[src/wc_pkg.sv]
// wc_pkg: shared constants for the window centroid block
// default parameter values, fixed field widths and register indexes
// no dependencies
package wc_pkg;

   localparam int DEFAULT_MAX_DIM    = 128;
   localparam int DEFAULT_PIXEL_BITS = 24;
   localparam int DEFAULT_FRAC_BITS  = 8;

   // fixed widths of the register fields, result fields and csr port
   localparam int CFG_BITS      = 8;
   localparam int OUT_BITS      = 16;
   localparam int CSR_DATA_BITS = 32;
   localparam int CSR_ADDR_BITS = 3;

   localparam logic [CFG_BITS-1:0] RESET_DIM = 8'd100;

   // register index, taken from paddr[2]
   typedef logic reg_index_type;
   localparam reg_index_type REG_WIDTH  = 1'b0;
   localparam reg_index_type REG_HEIGHT = 1'b1;

endpackage

[src/wc_divider.sv]
// wc_divider: restoring divider, one quotient bit per cycle
// computes floor(num * 2^FRAC_BITS / den) for quotients below 2^QUO_BITS
// depends on nothing outside this file
module wc_divider #(
   parameter int NUM_BITS  = 45,
   parameter int DEN_BITS  = 38,
   parameter int FRAC_BITS = 8,
   parameter int QUO_BITS  = 15
) (
   input  logic                clock,
   input  logic                reset,
   input  logic                load,
   input  logic [NUM_BITS-1:0] num,
   input  logic [DEN_BITS-1:0] den,
   output logic                done,
   output logic [QUO_BITS-1:0] quotient
);

   localparam int DVD_BITS = NUM_BITS + FRAC_BITS;
   localparam int CNT_BITS = $clog2(QUO_BITS);

   logic                active_ff, active_in;
   logic                done_ff, done_in;
   logic [CNT_BITS-1:0] count_ff, count_in;
   logic [DEN_BITS-1:0] rem_ff, rem_in;
   logic [DEN_BITS-1:0] den_ff, den_in;
   logic [QUO_BITS-1:0] low_ff, low_in;

   logic [DVD_BITS-1:0] dividend;
   logic [DEN_BITS:0]   trial;
   logic                fits;

   assign dividend = DVD_BITS'(num) << FRAC_BITS;
   assign trial    = {rem_ff, low_ff[QUO_BITS-1]};
   assign fits     = trial >= {1'b0, den_ff};

   always_comb begin
      active_in = active_ff;
      done_in   = 1'b0;
      count_in  = count_ff;
      rem_in    = rem_ff;
      den_in    = den_ff;
      low_in    = low_ff;
      if (load) begin
         // upper part already below den since the quotient fits QUO_BITS
         active_in = 1'b1;
         count_in  = '0;
         rem_in    = DEN_BITS'(dividend >> QUO_BITS);
         den_in    = den;
         low_in    = dividend[QUO_BITS-1:0];
      end else if (active_ff) begin
         rem_in   = fits ? DEN_BITS'(trial - {1'b0, den_ff}) : DEN_BITS'(trial);
         low_in   = {low_ff[QUO_BITS-2:0], fits};
         count_in = count_ff + 1'b1;
         if (count_ff == CNT_BITS'(QUO_BITS - 1)) begin
            active_in = 1'b0;
            done_in   = 1'b1;
         end
      end
   end

   always_ff @(posedge clock) begin
      if (reset) begin
         active_ff <= 1'b0;
         done_ff   <= 1'b0;
      end else begin
         active_ff <= active_in;
         done_ff   <= done_in;
      end
      count_ff <= count_in;
      rem_ff   <= rem_in;
      den_ff   <= den_in;
      low_ff   <= low_in;
   end

   assign done     = done_ff;
   assign quotient = low_ff;

endmodule

[src/window_centroid_core.sv]
// window_centroid_core: intensity-weighted centroid of a pixel window
// top level; uses wc_pkg and the shared divider wc_divider
//
// usage
//   pixels arrive in raster order on req_pixel_value, one beat per accepted
//   start (start high while busy is low). negative pixels count as zero.
//   while pixels stream and busy is low, a beat is taken every cycle: the sums
//   are updated in the cycle the beat is accepted.
//   after width*height pixels the block raises busy and computes
//   x = column_moment / total and y = row_moment / total with FRAC_BITS
//   fraction bits, one quotient bit per cycle in one shared divider, x first
//   then y. busy stays high up to the result strobe; an empty window answers
//   the centre without a division.
//   the result is shown for one cycle with rsp_valid; it cannot be stalled.
//   the window size is set through the apb port (width at 0x0, height at
//   0x4); a write restarts the current window. write only while idle.
//   reset sets both sizes to 100 and clears the sums and counters.
module window_centroid_core #(
   parameter int MAX_DIM    = wc_pkg::DEFAULT_MAX_DIM,
   parameter int PIXEL_BITS = wc_pkg::DEFAULT_PIXEL_BITS,
   parameter int FRAC_BITS  = wc_pkg::DEFAULT_FRAC_BITS
) (
   input  logic                               clock,
   input  logic                               reset,
   // pixel channel
   input  logic                               start,
   output logic                               busy,
   input  logic signed [PIXEL_BITS-1:0]       req_pixel_value,
   // result channel
   output logic                               rsp_valid,
   output logic [wc_pkg::OUT_BITS-1:0]        rsp_centroid_x,
   output logic [wc_pkg::OUT_BITS-1:0]        rsp_centroid_y,
   output logic                               rsp_was_empty,
   // configuration port
   input  logic                               psel,
   input  logic                               penable,
   input  logic                               pwrite,
   input  logic [wc_pkg::CSR_ADDR_BITS-1:0]   paddr,
   input  logic [wc_pkg::CSR_DATA_BITS-1:0]   pwdata,
   output logic [wc_pkg::CSR_DATA_BITS-1:0]   prdata,
   output logic                               pready
);

   localparam int DIM_BITS  = $clog2(MAX_DIM);
   localparam int EFF_BITS  = DIM_BITS + 1;
   localparam int CMP_BITS  = (EFF_BITS > wc_pkg::CFG_BITS) ? EFF_BITS : wc_pkg::CFG_BITS;
   localparam int TOT_BITS  = PIXEL_BITS + 2 * DIM_BITS;
   localparam int MOM_BITS  = TOT_BITS + DIM_BITS;
   localparam int PROD_BITS = PIXEL_BITS + DIM_BITS;
   localparam int QUO_BITS  = DIM_BITS + FRAC_BITS;
   localparam int CEN_BITS  = EFF_BITS + FRAC_BITS;
   localparam int OUT_BITS  = wc_pkg::OUT_BITS;

   typedef enum logic [1:0] {
      ST_ACCUM,
      ST_LOAD,
      ST_DIV_X,
      ST_DIV_Y
   } state_type;

   // size registers
   logic [wc_pkg::CFG_BITS-1:0] width_ff, width_in;
   logic [wc_pkg::CFG_BITS-1:0] height_ff, height_in;

   // accumulation state
   logic [TOT_BITS-1:0] total_ff, total_in;
   logic [MOM_BITS-1:0] col_mom_ff, col_mom_in;
   logic [MOM_BITS-1:0] row_mom_ff, row_mom_in;
   logic [DIM_BITS-1:0] col_ff, col_in;
   logic [DIM_BITS-1:0] row_ff, row_in;

   // sequencer and result registers
   state_type           state_ff, state_in;
   logic [OUT_BITS-1:0] x_hold_ff, x_hold_in;
   logic                rsp_valid_ff, rsp_valid_in;
   logic [OUT_BITS-1:0] rsp_x_ff, rsp_x_in;
   logic [OUT_BITS-1:0] rsp_y_ff, rsp_y_in;
   logic                rsp_empty_ff, rsp_empty_in;

   logic                csr_write;
   wc_pkg::reg_index_type csr_index;
   logic                accept;
   logic [PIXEL_BITS-1:0] pix;
   logic [PROD_BITS-1:0]  col_prod;
   logic [PROD_BITS-1:0]  row_prod;
   logic [EFF_BITS-1:0]   w_eff;
   logic [EFF_BITS-1:0]   h_eff;
   logic                  col_last;
   logic                  row_last;
   logic [CEN_BITS-1:0]   cen_x;
   logic [CEN_BITS-1:0]   cen_y;

   logic                div_load;
   logic [MOM_BITS-1:0] div_num;
   logic                div_done;
   logic [QUO_BITS-1:0] div_quo;

   // zero counts as one, anything above MAX_DIM counts as MAX_DIM
   function automatic logic [EFF_BITS-1:0] eff_dim(input logic [wc_pkg::CFG_BITS-1:0] v);
      logic [CMP_BITS-1:0] vx;
      vx = CMP_BITS'(v);
      if (v == '0) begin
         return EFF_BITS'(1);
      end else if (vx > CMP_BITS'(MAX_DIM)) begin
         return EFF_BITS'(MAX_DIM);
      end else begin
         return EFF_BITS'(vx);
      end
   endfunction

   // ---------------------------------------------------------------
   // csr port: single wait-free apb slave
   // ---------------------------------------------------------------
   assign pready    = 1'b1;
   assign csr_write = psel && penable && pwrite;
   assign csr_index = paddr[2];

   always_comb begin
      unique case (csr_index)
         wc_pkg::REG_WIDTH:  prdata = wc_pkg::CSR_DATA_BITS'(width_ff);
         wc_pkg::REG_HEIGHT: prdata = wc_pkg::CSR_DATA_BITS'(height_ff);
         default:            prdata = '0;
      endcase
   end

   // ---------------------------------------------------------------
   // pixel datapath
   // ---------------------------------------------------------------
   assign busy   = (state_ff != ST_ACCUM);
   assign accept = start && !busy;

   // clamp negatives to zero
   assign pix = req_pixel_value[PIXEL_BITS-1] ? '0 : req_pixel_value;

   // narrow weights: pixel times a column or row index
   assign col_prod = PROD_BITS'(pix) * PROD_BITS'(col_ff);
   assign row_prod = PROD_BITS'(pix) * PROD_BITS'(row_ff);

   assign w_eff    = eff_dim(width_ff);
   assign h_eff    = eff_dim(height_ff);
   assign col_last = (EFF_BITS'(col_ff) + EFF_BITS'(1)) >= w_eff;
   assign row_last = (EFF_BITS'(row_ff) + EFF_BITS'(1)) >= h_eff;

   // centre of the window for an empty result, truncated half
   assign cen_x = (CEN_BITS'(w_eff) << FRAC_BITS) >> 1;
   assign cen_y = (CEN_BITS'(h_eff) << FRAC_BITS) >> 1;

   // divider takes x first, then y; the total is the divisor for both
   assign div_num = (state_ff == ST_LOAD) ? col_mom_ff : row_mom_ff;

   // ---------------------------------------------------------------
   // sequencer: accumulate, then for a lit window two divisions in the shared divider
   // ---------------------------------------------------------------
   always_comb begin
      width_in     = width_ff;
      height_in    = height_ff;
      total_in     = total_ff;
      col_mom_in   = col_mom_ff;
      row_mom_in   = row_mom_ff;
      col_in       = col_ff;
      row_in       = row_ff;
      state_in     = state_ff;
      x_hold_in    = x_hold_ff;
      rsp_valid_in = 1'b0;
      rsp_x_in     = rsp_x_ff;
      rsp_y_in     = rsp_y_ff;
      rsp_empty_in = rsp_empty_ff;
      div_load     = 1'b0;

      unique case (state_ff)
         ST_ACCUM: begin
            if (accept) begin
               total_in   = total_ff + TOT_BITS'(pix);
               col_mom_in = col_mom_ff + MOM_BITS'(col_prod);
               row_mom_in = row_mom_ff + MOM_BITS'(row_prod);
               if (!col_last) begin
                  col_in = col_ff + 1'b1;
               end else begin
                  col_in = '0;
                  if (!row_last) begin
                     row_in = row_ff + 1'b1;
                  end else begin
                     // last pixel of the window: sums are final next cycle
                     state_in = ST_LOAD;
                  end
               end
            end
         end
         ST_LOAD: begin
            if (total_ff == '0) begin
               // empty window: report the centre, no division
               rsp_valid_in = 1'b1;
               rsp_x_in     = OUT_BITS'(cen_x);
               rsp_y_in     = OUT_BITS'(cen_y);
               rsp_empty_in = 1'b1;
               total_in     = '0;
               col_mom_in   = '0;
               row_mom_in   = '0;
               row_in       = '0;
               state_in     = ST_ACCUM;
            end else begin
               div_load = 1'b1;
               state_in = ST_DIV_X;
            end
         end
         ST_DIV_X: begin
            if (div_done) begin
               x_hold_in = OUT_BITS'(div_quo);
               div_load  = 1'b1;
               state_in  = ST_DIV_Y;
            end
         end
         ST_DIV_Y: begin
            if (div_done) begin
               rsp_valid_in = 1'b1;
               rsp_x_in     = x_hold_ff;
               rsp_y_in     = OUT_BITS'(div_quo);
               rsp_empty_in = 1'b0;
               total_in     = '0;
               col_mom_in   = '0;
               row_mom_in   = '0;
               row_in       = '0;
               state_in     = ST_ACCUM;
            end
         end
         default: begin
            state_in = ST_ACCUM;
         end
      endcase

      // a size write restarts the window
      if (csr_write) begin
         unique case (csr_index)
            wc_pkg::REG_WIDTH:  width_in  = pwdata[wc_pkg::CFG_BITS-1:0];
            wc_pkg::REG_HEIGHT: height_in = pwdata[wc_pkg::CFG_BITS-1:0];
            default:            width_in  = width_ff;
         endcase
         total_in   = '0;
         col_mom_in = '0;
         row_mom_in = '0;
         col_in     = '0;
         row_in     = '0;
      end
   end

   always_ff @(posedge clock) begin
      if (reset) begin
         state_ff     <= ST_ACCUM;
         rsp_valid_ff <= 1'b0;
         width_ff     <= wc_pkg::RESET_DIM;
         height_ff    <= wc_pkg::RESET_DIM;
         total_ff     <= '0;
         col_mom_ff   <= '0;
         row_mom_ff   <= '0;
         col_ff       <= '0;
         row_ff       <= '0;
      end else begin
         state_ff     <= state_in;
         rsp_valid_ff <= rsp_valid_in;
         width_ff     <= width_in;
         height_ff    <= height_in;
         total_ff     <= total_in;
         col_mom_ff   <= col_mom_in;
         row_mom_ff   <= row_mom_in;
         col_ff       <= col_in;
         row_ff       <= row_in;
      end
      x_hold_ff    <= x_hold_in;
      rsp_x_ff     <= rsp_x_in;
      rsp_y_ff     <= rsp_y_in;
      rsp_empty_ff <= rsp_empty_in;
   end

   // shared divider, one quotient bit per cycle
   wc_divider #(
      .NUM_BITS  (MOM_BITS),
      .DEN_BITS  (TOT_BITS),
      .FRAC_BITS (FRAC_BITS),
      .QUO_BITS  (QUO_BITS)
   ) u_divider (
      .clock    (clock),
      .reset    (reset),
      .load     (div_load),
      .num      (div_num),
      .den      (total_ff),
      .done     (div_done),
      .quotient (div_quo)
   );

   assign rsp_valid      = rsp_valid_ff;
   assign rsp_centroid_x = rsp_x_ff;
   assign rsp_centroid_y = rsp_y_ff;
   assign rsp_was_empty  = rsp_empty_ff;

endmodule

[config.mk]
export PLATFORM = sky130hd
export DESIGN_NAME = window_centroid_core
export DESIGN_NICKNAME = d
export VERILOG_FILES = /design/src/wc_pkg.sv /design/src/wc_divider.sv /design/src/window_centroid_core.sv
export SDC_FILE = /design/constraint.sdc
export NUM_CORES = 2
export LEC_CHECK = 0
export ABC_AREA = 1
export BUFFER_PORTS_ARGS = -buffer_cell sky130_fd_sc_hd__buf_2
export CORE_MARGIN = 8
export CORE_UTILIZATION = 30
export CTS_CLUSTER_DIAMETER = 150
export CTS_CLUSTER_SIZE = 20
export DETAILED_ROUTE_END_ITERATION = 10
export GPL_ROUTABILITY_DRIVEN = 0
export PLACE_DENSITY = 0.55
export RECOVER_POWER = 25
export SKIP_LAST_GASP = 1
export SLEW_MARGIN = 20
export SYNTH_ARGS = -nofsm -noshare
export SYNTH_HDL_FRONTEND = slang
export SYNTH_HIERARCHICAL = 1
export SYNTH_SLANG_ARGS = --single-unit
[constraint.sdc]
create_clock -name clock -period 7.5 [get_ports clock]
set_input_delay 1.5 -clock clock [delete_from_list [all_inputs] [get_ports clock]]
set_output_delay 1.5 -clock clock [all_outputs]
set_load 0.03 [all_outputs]
==> run_results.csv <==
group,metric,value,unit
cts,cts_resized,0,
logic_synthesis,synth_cells,4584,
floorplanning,core,104800,um^2
timing,relSlewSlack,-12.37,%
logic_synthesis,yosysTopAreaCell,"fa_1",
routing,ant_nets,0,
timing,fmax,156.9,MHz
logic_synthesis,synth_area_leaders,"fa_1 (17%), nand2_1 (17%), edfxtp_1 (12%), dfxtp_1 (11%), inv_1 (9.7%)",
final_layout,seq_area,7377,um^2
timing,hold_slack,0.4564,ns
cts,h-tree-depth,1,
grt,grt_overflow,0,
routing,drtIter0Drc,2122,
worst_setup_path,timing.critical_path.max_delay_family,"adder cells",
floorplanning,die_w,340.2,um
routing,wl_per_cell,16.97,um
worst_setup_path,critPathKind,"primary input to register",
pwr,ir_drop,0.1226,mV
worst_setup_path,start_kind,"primary input",
cts,cts_inserted_buffers,19,
timing,layout_min_cycle_time,6.375,ns
routing,via_count,28543,
placement,dp.final_hpwl,83020,um
grt,grt_pass1_vias,28228,
floorplanning,dieArea,115700,um^2
logic_synthesis,synthArstFlopShare,0,%
cts,clk_latency,0.57,ns
timing,tightest_slew,1.686,ns
grt,gr-usage-all-layers,17.28,%
final_layout,layout.nets,5128,
routing,drt_pass1_iterations,5,
logic_synthesis,yosysUniqueCellTypes,50,
grt,grt_pass1_wl,161100,um
logic_synthesis,yosys_warnings,6,
cts,ctsLongestPathBuffers,3,
logic_synthesis,ys_seq_area_share,23.40,%
logic_synthesis,synth-seq-cells,304,
worst_setup_path,crit_top_cell,"nand2_1",
final_layout,multi_input_area,20390,um^2
outcome,violations,"max-capacitance violations, max-slew violations",
timing,rsz0062_at_grt,"false",
cts,tritoncts,"yes",
floorplanning,rows,119,
logic_synthesis,synth_enable_flop_cells,129,
worst_setup_path,crit_fanout,23,
timing,tns,0,ns
floorplanning,ios,133,
timing,post-route-period-util,85.00,%
min_path,hold_class,"register to register",
timing,setup_viol,0,
floorplanning,initial_core_util,30.07,%
final_layout,area_delta_synth_final,7.235,%
final_layout,n_antenna_cell,0,
timing,fin_skew,0.03424,ns
outcome,status,"complete, but fails checks",
cts,clk_pin_slew_worst_paths,0.09,ns
routing,viasPerCell,4.754,
worst_setup_path,cp_slowest_stage_delay,0.56,ns
final_layout,layout-drive-gt1-share,3.533,%
grt,antenna_found_initial,3,
pwr,leakagePower,16.46,nW
worst_setup_path,end_kind,"register",
timing,slew_violations,46,
cts,cts-root-buf,"clkbuf_16",
logic_synthesis,netlist_area,31520,um^2
routing,drcViolationCount,0,
cts,ctsHoldBuffers,0,
cts,postCtsSetupBuffers,0,
pwr,power.density,97.13,nW/um^2
worst_setup_path,timing.critical_path.buf_inv,7,
final_layout,fillers,11615,
floorplanning,dieHeight,340.2,um
cts,cts_sinks,304,
timing,finalHoldViolCount,0,
worst_setup_path,crit_slowest_cell,"fa_1",
worst_setup_path,worstPathArrival,6.78,ns
placement,port-buffer-count,79,
run,max-cap-violations,1,
routing,routed_wl,101900,um
logic_synthesis,synth_top_area_share,16.89,%
grt,grt_max_degree,68,
logic_synthesis,synth_flop_cell,"dfxtp_1",
worst_setup_path,cp_data_required_time,7.90,ns
logic_synthesis,syn_avg_cell_area,6.877,um^2
## final cells by class
type	count	share of cell area, %
clock buffers	30	1.529
clock inverters	3	0.08513
inverters	827	9.186
multi-input cells	3335	60.31
flip-flops and latches	304	21.82
well taps	1391	5.148
repair buffers	114	1.921
## flip-flops by register name, summed over array words and instances, names as in the netlist, 4 cells and up, named ones only
register,count
u_divider/den_ff,38
x_hold_ff,15
col_mom_ff,45
rsp_centroid_y,15
u_divider/rem_ff,38
total_ff,38
row_ff,7
height_ff,8
u_divider/count_ff,4
col_ff,7
width_ff,8
rsp_centroid_x,15
u_divider/quotient,15
row_mom_ff,45
## cell families after synthesis
family | Yosys count | synth area share, %
flops | 304 | 23.40
other cells | 2 | 0.02382
xor+xnor | 67 | 1.861
buf+inv | 970 | 12.31
compound gates | 452 | 7.517
fa+ha+maj | 462 | 24.67
simple gates | 2327 | 30.21
## worst paths after layout
path	startpoint	end	slack, ns	depth (start not counted)
min	u_divider/count_ff[3]	u_divider/count_ff[3]	0.46	1
max reg2reg	col_ff[2]	col_mom_ff[39]	1.85	18
max	req_pixel_value[23]	col_mom_ff[35]	1.13	25
min reg2reg	u_divider/count_ff[3]	u_divider/count_ff[3]	0.46	1
## cells in the mapped netlist (11+ instances only)
master / instances
nor2_1: 516
o21ai_0: 127
clkinv_1: 11
nand3_1: 248
xor2_1: 47
fa_1: 266
nand4_1: 34
clkbuf_1: 67
dfxtp_1: 175
nand3b_1: 56
nand2_1: 1391
inv_1: 813
buf_4: 30
edfxtp_1: 129
buf_2: 28
xnor2_1: 20
nor3_1: 43
o21bai_1: 15
ha_1: 196
a21oi_1: 275
## placed cells by master (no fill, tap or decap), types with 4 or more instances in the layout
cell type / Yosys / layout
nor2_1: 516 / 516
nand4_1: 34 / 34
buf_4: 30 / 34
nand3b_1: 56 / 56
conb_1: 2 / 27
o21bai_1: 15 / 15
a31oi_1: 5 / 5
clkbuf_16: 0 / 19
nand2_1: 1391 / 1390
o22ai_1: 10 / 10
xnor2_1: 20 / 20
edfxtp_1: 129 / 129
nor3_1: 43 / 43
a21boi_0: 8 / 7
nand2_2: 9 / 9
nor4_1: 8 / 8
dfxtp_1: 175 / 175
inv_1: 813 / 813
o21ai_0: 127 / 127
clkinv_1: 11 / 10
or2_2: 4 / 4
clkbuf_1: 67 / 16
xor2_1: 47 / 47
ha_1: 196 / 195
a21oi_1: 275 / 275
buf_2: 28 / 75
nand3_1: 248 / 248
o21ai_1: 5 / 5
fa_1: 266 / 266
## power breakdown
group          switching (mW)  total, mW  internal, mW
clock                   0.640       1.13         0.486
sequential             0.0316       1.77          1.74
combinational           0.275      0.384         0.109
## per-stage QoR
stage,std cells,setup slack (ns),utilization [%],power [mW],cell area [um^2]
2_1_floorplan,4609,1.561,-,2.073,31620
3_3_place_gp,5971,0.5921,31.74,2.191,33270
3_5_place_dp,5971,0.6259,31.74,2.191,33270
4_1_cts,6004,1.173,32.26,3.321,33810
5_1_grt,6004,0.7868,32.25,3.415,33800
6_report,6004,1.125,32.25,3.283,33800
## worst reg2reg max path, cell delays in order (launching register included)
cell,delay (ns)
dfxtp_1,1.00
inv_1,0.45
nor2_1,0.25
fa_1,0.47
fa_1,0.42
inv_1,0.08
fa_1,0.42
inv_1,0.08
fa_1,0.41
ha_1,0.41
nand2_1,0.13
nor2_1,0.22
nand2_1,0.15
nor3_1,0.37
nand3_1,0.19
nand3_1,0.23
nand3_1,0.10
nand2_1,0.09
nor2_1,0.05
## metal layers
metal	track usage, %	vias to the layer above	part of all wire, %
li1	-	14152	-
met1	23.70	13501	46
met2	28.67	750	46
met3	1.535	140	4.8
met4	5.539	0	3.6
met5	0	-	0
Power figures use the tool's default switching activity.
